===== src/rtl/chle_pkg.sv =====
package chle_pkg;

   localparam int BUCKETS_DEF = 1024;
   localparam int ENTRIES_DEF = 256;
   localparam logic [31:0] ODD_BIAS = 32'h0000_5050;

   localparam logic [1:0] ST_OK       = 2'd0;
   localparam logic [1:0] ST_FULL     = 2'd1;
   localparam logic [1:0] ST_NOTFOUND = 2'd2;

   localparam logic REQ_FIND = 1'b0;
   localparam logic REQ_FREE = 1'b1;

   typedef struct packed {
      logic        req_type;
      logic [31:0] name_key;
      logic [9:0]  pos_x;
      logic [9:0]  pos_y;
      logic [9:0]  size_x;
      logic [9:0]  size_y;
      logic        odd_flag;
      logic [7:0]  free_index;
   } req_type_type;

   typedef struct packed {
      logic [7:0] entry_index;
      logic       hit;
      logic [1:0] status;
   } rsp_type;

   typedef struct packed {
      logic        is_free;
      logic [31:0] key;
      logic [40:0] fields;
      logic [7:0]  free_index;
   } cmd_type;

endpackage


===== src/rtl/chle_front.sv =====
module chle_front (
   input  logic                   clock,
   input  logic                   reset,
   input  logic                   in_valid,
   input  chle_pkg::req_type_type in_data,
   output logic                   in_ready,
   output logic                   cmd_valid,
   output chle_pkg::cmd_type      cmd_data,
   input  logic                   cmd_pop
);
   import chle_pkg::*;

   cmd_type q_ff [2];
   logic    wp_ff, wp_in, rp_ff, rp_in;
   logic [1:0] cnt_ff, cnt_in;
   cmd_type c;
   logic    push;

   always_comb begin
      c.is_free    = in_data.req_type == REQ_FREE;
      c.key        = in_data.name_key ^ (({14'd0, in_data.pos_y, 8'd0} + {22'd0, in_data.size_y})
                     + ({14'd0, in_data.pos_x, 8'd0} + {22'd0, in_data.size_x})
                     + (in_data.odd_flag ? ODD_BIAS : 32'd0));
      c.fields     = {in_data.odd_flag, in_data.size_y, in_data.size_x,
                      in_data.pos_y, in_data.pos_x};
      c.free_index = in_data.free_index;
   end

   assign in_ready  = cnt_ff != 2'd2;
   assign push      = in_valid && in_ready;
   assign cmd_valid = cnt_ff != 2'd0;
   assign cmd_data  = q_ff[rp_ff];
   assign wp_in     = push ? ~wp_ff : wp_ff;
   assign rp_in     = cmd_pop ? ~rp_ff : rp_ff;
   assign cnt_in    = cnt_ff + {1'b0, push} - {1'b0, cmd_pop};

   always_ff @(posedge clock) begin
      if (reset) begin
         wp_ff <= 1'b0;
         rp_ff <= 1'b0;
         cnt_ff <= 2'd0;
      end else begin
         wp_ff <= wp_in;
         rp_ff <= rp_in;
         cnt_ff <= cnt_in;
      end
      if (push) q_ff[wp_ff] <= c;
   end
endmodule


===== config.mk =====
export PLATFORM = sky130hd
export DESIGN_NAME = chle_front
export DESIGN_NICKNAME = d
export VERILOG_FILES = /design/src/rtl/chle_pkg.sv /design/src/rtl/chle_front.sv
export SDC_FILE = /design/constraint.sdc
export NUM_CORES = 1
export LEC_CHECK = 0
export BUFFER_PORTS_ARGS = -buffer_cell sky130_fd_sc_hd__buf_2
export CORE_MARGIN = 2
export CORE_UTILIZATION = 57
export CTS_BUF_LIST = sky130_fd_sc_hd__clkbuf_4 sky130_fd_sc_hd__clkbuf_8
export DETAILED_ROUTE_END_ITERATION = 10
export PLACE_DENSITY = 0.83
export SYNTH_ARGS = -nofsm -noshare
export SYNTH_HDL_FRONTEND = slang
export SYNTH_SLANG_ARGS = --single-unit

===== constraint.sdc =====
create_clock -name clock -period 5.8 [get_ports clock]
set_clock_uncertainty 0.1 [all_clocks]
set_input_delay 0.58 -clock clock [delete_from_list [all_inputs] [get_ports clock]]
set_output_delay 0.58 -clock clock [all_outputs]
set_load 0.005 [all_outputs]

==> results.py, run 1 <==
metrics = {
    "sta": {
        "rsz0062_at_grt": "false",
        "finalCriticalPeriod_ns": 3.43,
        "holdWs_ns": 0.210,
        "finalSetupTns_ns": 0,
        "setup_slack_ns": 2.37,
        "setup_viol": 0,
        "hold_viol": 0,
        "slew_headroom_pct": 22.6,
        "timing.final.crit_share_pct": 59.1,
        "worst_pin_slew_ns": 1.16,
        "finalMaxSlewViolations": 0,
        "fmax_mhz": 292,
    },
    "global_route": {
        "track_usage_pct": 21.6,
        "grt_max_degree": 83,
        "use_met1_pct": 26.3,
        "met2_usage_pct": 37.1,
        "grt-ovfl-total": 0,
        "grt_pass1_vias": 4779,
        "grt_busiest_layer": "met2",
        "grt_pass1_wl_um": 24000,
        "antenna_found_initial": 0,
        "grt_use_met3_pct": 6.27,
    },
    "clocking": {
        "clock_path_buffers": 2,
        "clock_latency_ns": 0.45,
        "cts-htree-levels": 4,
        "cts_resized": 0,
        "clock-root-buffer": "clkbuf_8",
        "tritoncts": "built",
        "numClockSinks": 169,
        "cts_setup_buffers": 0,
        "clk_pin_slew_ns": 0.09,
        "cts_buffers": 17,
        "cts_hold_buf": 0,
    },
    "yosys": {
        "yosys-top-cells-area": "edfxtp_1 62%, mux2_2 12%, ha_1 7.3%, fa_1 2.5%, xnor2_1 2.3%",
        "syn_nets": 638,
        "synth-edff-count": 164,
        "yosysMostFrequentCell": "edfxtp_1",
        "synthCells": 496,
        "seq_area_frac_synth_pct": 63.4,
        "synthFlopType": "edfxtp_1",
        "netlist_area_sq_mm": 0.00792,
        "yosysWarnings": 0,
        "syn_area_per_cell_sq_um": 16.0,
        "synthDistinctLibCells": 47,
        "ys_seq_elements": 169,
        "synthTopCellsByCount": "164 x edfxtp_1, 82 x mux2_2, 46 x ha_1",
        "synth-async-reset-ratio_pct": 0,
        "synth_top_area_share_pct": 62.2,
        "synth_area_leader_cell": "edfxtp_1",
    },
    "pwr": {
        "sw_frac_of_total_pct": 28.6,
        "worst_ir_drop_vdd_mv": 0.223,
        "clkPwrFrac_pct": 26.4,
        "p_comb_share_pct": 25.0,
        "seqPwrFrac_pct": 48.5,
        "power.total_mw": 3.49,
        "power.density_mw_per_mm2": 372,
        "switching_power_mw": 1.00,
        "p_int_mw": 2.50,
        "leakage_nw": 3.72,
    },
    "worst_setup_path": {
        "critPathBufInv": 1,
        "required_ns": 5.90,
        "r2r_cells": 4,
        "worstSetupPathType": "input pin to flip-flop",
        "cp_slowest_cell": "fa_1",
        "cp_max_fo": 9,
        "r2r_end": "q_ff[0][28]$_DFFE_PP_",
        "path_delay_family": "adder cells",
        "cp-start-kind": "input pin",
        "r2r_setup_slack_ns": 3.38,
        "end_kind": "flip-flop",
        "timing.rr.start": "cnt_ff[0]$_SDFF_PP0_",
        "critPathMaxStageDelay_ns": 0.60,
        "cp_data_arrival_time_ns": 3.52,
        "cp_cell_sequence": "buf_2 > fa_1 > fa_1 > ha_1 > a2111oi_4 > o21ai_2 > a2111oi_4 > o31ai_1 > xnor2_1",
    },
    "routing": {
        "drc": 0,
        "routed_wl_um": 16000,
        "drt-pass1-iter-count": 4,
        "wl_per_cell_um": 18.6,
        "drtIter0Drc": 370,
        "dr_total_vias": 4710,
        "via_per_inst": 5.46,
        "ant_nets": 0,
    },
    "floorplanning": {
        "core_area_sq_mm": 0.0137,
        "row_count": 43,
        "fp.dieH_um": 122,
        "start_util_pct": 57.7,
        "dieArea_sq_mm": 0.0149,
        "io_pins": 170,
        "die_width_um": 122,
    },
    "place": {
        "preCtsSetupSlack_ns": 1.93,
        "dp_hpwl_um": 11000,
        "routabilityCongestion": 0.888,
        "placed_cells": 831,
        "port_buffers": 169,
    },
    "hold_path": {
        "min_from": "in_data[5]",
        "hp-class": "input pin to flip-flop",
        "hold-path-cell-count": 1,
        "min_to": "q_ff[1][5]$_DFFE_PP_",
    },
    "final_layout": {
        "drive_gt1_share_pct": 43.6,
        "nets": 812,
        "stdcell_count": 863,
        "syn_to_final_growth_pct": 18.6,
        "nFillCells": 987,
        "antennaDiodeCount": 0,
    },
    "run_status": {
        "status": "complete, no violations",
    },
    "job": {
        "drv_cap": 0,
    },
}
-- area by class of cell --
| cell class | count | area, sq um | share of cell area (%) |
|---|---|---|---|
| Clock buffer | 17 | 234 | 2.49 |
| Clock inverter | 15 | 213 | 2.26 |
| Inverter | 30 | 113 | 1.20 |
| Multi-Input combinational cell | 281 | 2720 | 29.0 |
| Sequential cell | 169 | 5030 | 53.5 |
| Tap cell | 180 | 225 | 2.40 |
| Timing Repair Buffer | 171 | 861 | 9.16 |
-- cell families (layout without fill, tap and decap cells) --
group                      Yosys count  count (layout)  synth area share [%]
DFF                                169             169                  63.4
muxes                               82              82                  11.7
buffers and inverters               46             233                  2.37
and+or+nand+nor                     54              54                  3.44
AOI/OAI and AO/OA                   53              53                  5.34
xor gates and xnor gates            36              36                  3.98
adders and majority gates           56              56                  9.79
-- cells in the final DEF (no fill, tap or decap), types with 2 or more instances in the layout --
cell | netlist | layout
inv_1 | 30 | 30
clkbuf_8 | 0 | 17
xnor2_1 | 21 | 21
nor2_1 | 15 | 14
or2_2 | 3 | 3
a31oi_1 | 2 | 2
buf_2 | 2 | 169
o31ai_1 | 2 | 2
a211oi_1 | 3 | 3
a2111oi_4 | 3 | 3
nor3_1 | 4 | 4
and3_1 | 3 | 2
nor3_2 | 2 | 2
o21bai_1 | 3 | 3
mux2_2 | 82 | 82
xor2_1 | 15 | 15
inv_6 | 0 | 3
bufinv_16 | 0 | 4
buf_4 | 1 | 2
o311a_1 | 3 | 3
edfxtp_1 | 164 | 164
o21ai_1 | 3 | 3
a21oi_1 | 15 | 15
ha_1 | 46 | 46
nand2_1 | 13 | 13
fa_1 | 10 | 10
nand4b_1 | 2 | 2
inv_8 | 0 | 2
a211oi_2 | 2 | 2
clkinv_4 | 0 | 4
o21ai_0 | 6 | 6
o21a_1 | 3 | 3
nand3_1 | 5 | 5
dfxtp_1 | 5 | 4
-- registers in the layout, indices dropped and copies added (netlist names), named ones only --
name,count
wp_ff,1
cnt_ff,2
q_ff,164
rp_ff,1
-- worst max-delay path by stage --
stage	startpoint	end	slack [ns]	depth (start not counted)
6_report	in_data[17]	q_ff[1][66]$_DFFE_PP_	2.37	9
5_1_grt	in_data[17]	q_ff[0][62]$_DFFE_PP_	2.25	9
4_1_cts	in_data[17]	q_ff[0][62]$_DFFE_PP_	2.40	9
3_5_place_dp	in_data[17]	q_ff[0][62]$_DFFE_PP_	1.93	9
3_3_place_gp	in_data[17]	q_ff[0][66]$_DFFE_PP_	2.02	9
2_1_floorplan	in_valid	q_ff[0][0]$_DFFE_PP_	1.09	2
-- worst reg2reg max path, cell delays in order, from the launching register on --
cell and delay [ns]:
dfxtp_1 0.36, nand2b_1 0.17, nand2_1 0.16, nor2_4 0.42
buf_4 0.79
-- through the flow --
stage               utilization [%]  area, sq um
floorplan                         -         7920
detailed placement             65.2         8950
CTS                            68.5         9400
finish                         68.5         9400
global route                   68.5         9400
global placement               65.2         8950
-- routing by layer --
metal  vias up  routed length, um
met3        21                998
met1      2311               6680
met2       164               8060
met5         -                  0
li1       2214                  -
met4         0                272
-- power by group through the flow --
stage                     logic, mW  registers (mW)  clock network, mW
after global routing          0.959            1.72              0.993
after global placement        0.843            1.71                  0
after detailed placement      0.873            1.72                  0
after floorplan               0.583            1.70                  0
after CTS                     0.881            1.70              0.940
final                         0.875            1.70              0.924
(Power assumes the default switching activity.)
==> run 2, diff against run 1 <==
Settings changed: CORE_UTILIZATION 57 to 51, PLACE_DENSITY 0.83 to 0.78.
Clock period 5.8 ns to 3.1 ns, I/O delays scaled along.
==> results.py, run 2 (synthesis gave the netlist of run 1 again) <==
metrics = {
    "run_status": {
        "status": "complete, no violations",
    },
    "worst_setup_path": {
        "cp_max_fo": 4,
        "critPathLaunch": "in_data[35]",
        "cp_data_arrival_time_ns": 3.10,
        "timing.rr.start": "cnt_ff[0]$_SDFF_PP0_",
        "end_kind": "flip-flop",
        "worstSetupPathType": "input pin to flip-flop",
        "required_ns": 3.20,
        "cp-start-kind": "input pin",
    },
    "floorplanning": {
        "dieArea_sq_mm": 0.0165,
        "core_area_sq_mm": 0.0152,
        "fp.dieH_um": 129,
        "die_width_um": 129,
        "start_util_pct": 52.1,
        "row_count": 45,
        "io_pins": 170,
    },
    "sta": {
        "timing.final.crit_share_pct": 96.7,
        "worst_pin_slew_ns": 0.643,
        "fmax_mhz": 334,
        "hold_viol": 0,
        "finalCriticalPeriod_ns": 3.00,
        "finalSetupTns_ns": 0,
        "holdWs_ns": 0.0300,
        "setup_slack_ns": 0.103,
        "setup_viol": 0,
        "finalMaxSlewViolations": 0,
        "slew_headroom_pct": 57.1,
        "rsz0062_at_grt": "false",
    },
    "routing": {
        "ant_nets": 0,
        "drtIter0Drc": 293,
        "dr.max_layer_used": "met4",
        "dr_wl_met3_um": 845,
        "routed-wl-met2_um": 9030,
        "drc": 0,
        "drt-met1-wl_um": 7010,
        "dr_total_vias": 5170,
        "wl_per_cell_um": 18.0,
        "drt-pass1-iter-count": 5,
        "via_per_inst": 5.34,
        "routed_wl_um": 17400,
    },
    "pwr": {
        "clkPwrFrac_pct": 23.9,
        "seqPwrFrac_pct": 47.4,
        "p_comb_share_pct": 28.7,
        "p_int_mw": 4.75,
        "switching_power_mw": 1.87,
        "power.density_mw_per_mm2": 642,
        "worst_ir_drop_vdd_mv": 0.291,
        "sw_frac_of_total_pct": 28.3,
        "leakage_nw": 4.15,
    },
    "final_layout": {
        "syn_to_final_growth_pct": 30.3,
        "most-common-layout-cells": "169 x buf_2, 164 x edfxtp_1, 82 x mux2_2",
        "nFillCells": 1077,
        "nets": 909,
        "largest_reg_flops": 164,
        "multiInputGateArea_sq_mm": 0.00275,
        "layout_commonest_cell": "buf_2",
        "top_regs": "q_ff x164, cnt_ff x2",
        "drive_gt1_share_pct": 43.4,
        "final_cell_area_sq_mm": 0.0103,
        "seqCellArea_sq_mm": 0.00503,
        "regMostFlops": "q_ff",
        "utilization_pct": 67.9,
    },
    "place": {
        "placedInstanceArea_sq_mm": 0.00930,
        "preCtsSetupSlack_ns": -0.405,
        "port_buffers": 169,
        "routabilityCongestion": 0.813,
        "dp_hpwl_um": 11500,
    },
    "global_route": {
        "grt_pass1_vias": 5444,
        "antenna_found_initial": 1,
        "grt-ovfl-total": 0,
        "grt_max_degree": 56,
        "track_usage_pct": 21.0,
        "grt_pass1_wl_um": 26300,
    },
    "clocking": {
        "clk_pin_slew_ns": 0.08,
        "cts-htree-levels": 4,
        "numClockSinks": 169,
        "clock-root-buffer": "clkbuf_8",
        "clock_latency_ns": 0.44,
        "cts_buffers": 17,
        "tritoncts": "built",
        "clock_path_buffers": 2,
    },
    "hold_path": {
        "hp-class": "input pin to flip-flop",
        "min_from": "in_data[38]",
    },
    "job": {
        "drv_cap": 0,
    },
}
-- run 2: cell types whose count changed in the layout (fill, tap and decap cells not counted), sizes merged --
cell and change:
buf +38, clkbuf +2, bufinv -1, inv -3, clkinvlp +1, dlygate4sd3 +59, diode +1
-- run 2: layout make-up --
type	instances	share of cell area, %
Multi-Input combinational cell	281	26.6
Antenna cell	1	0.0242
Clock inverter	12	1.44
Tap cell	188	2.28
Timing Repair Buffer	268	17.4
Sequential cell	169	48.7
Inverter	30	1.09
Clock buffer	19	2.41
-- run 2: through the flow --
stage | instances | power [mW]
after global routing | 968 | 6.95
after floorplan | 496 | 4.25
after CTS | 966 | 6.63
after detailed placement | 876 | 4.99
final | 968 | 6.63
after global placement | 876 | 4.92
-- run 2: critical path, stage by stage --
cell	delay, ns
dlygate4sd3_1	0.53
buf_2	0.13
inv_1	0.06
fa_1	0.50
inv_1	0.04
ha_1	0.28
ha_1	0.31
o21ai_1	0.13
o21bai_2	0.16
buf_4	0.16
o311a_1	0.33
o311a_1	0.14
-- run 2: power by group through the flow --
stage | clock [mW] | sequential, mW | combinational, mW
6_report | 1.59 | 3.14 | 1.90
5_1_grt | 1.70 | 3.17 | 2.08
4_1_cts | 1.61 | 3.14 | 1.88
3_5_place_dp | 0 | 3.19 | 1.81
3_3_place_gp | 0 | 3.16 | 1.76
2_1_floorplan | 0 | 3.16 | 1.09
-- run 2: repair_timing --
action,4_1_cts,5_1_grt
hold buffers,59,0
hold endpoints to repair,121,0
endpoints found under the setup margin,0,14
buffers inserted,0,1
gates resized for setup,0,7
-- run 2: final timing paths --
path,slack (ns),cells past startpoint,to
max,0.10,12,q_ff[0][65]$_DFFE_PP_
max reg2reg,1.19,4,q_ff[0][32]$_DFFE_PP_
min,0.03,1,q_ff[0][27]$_DFFE_PP_
min reg2reg,0.47,2,flip-flop
-- run 2: per-layer routing --
layer  GRT usage (%)  vias up
li1                -     2415
met1            24.6     2535
met2            37.3      180
met3            4.32       40
met4            9.65        0
met5               0        -
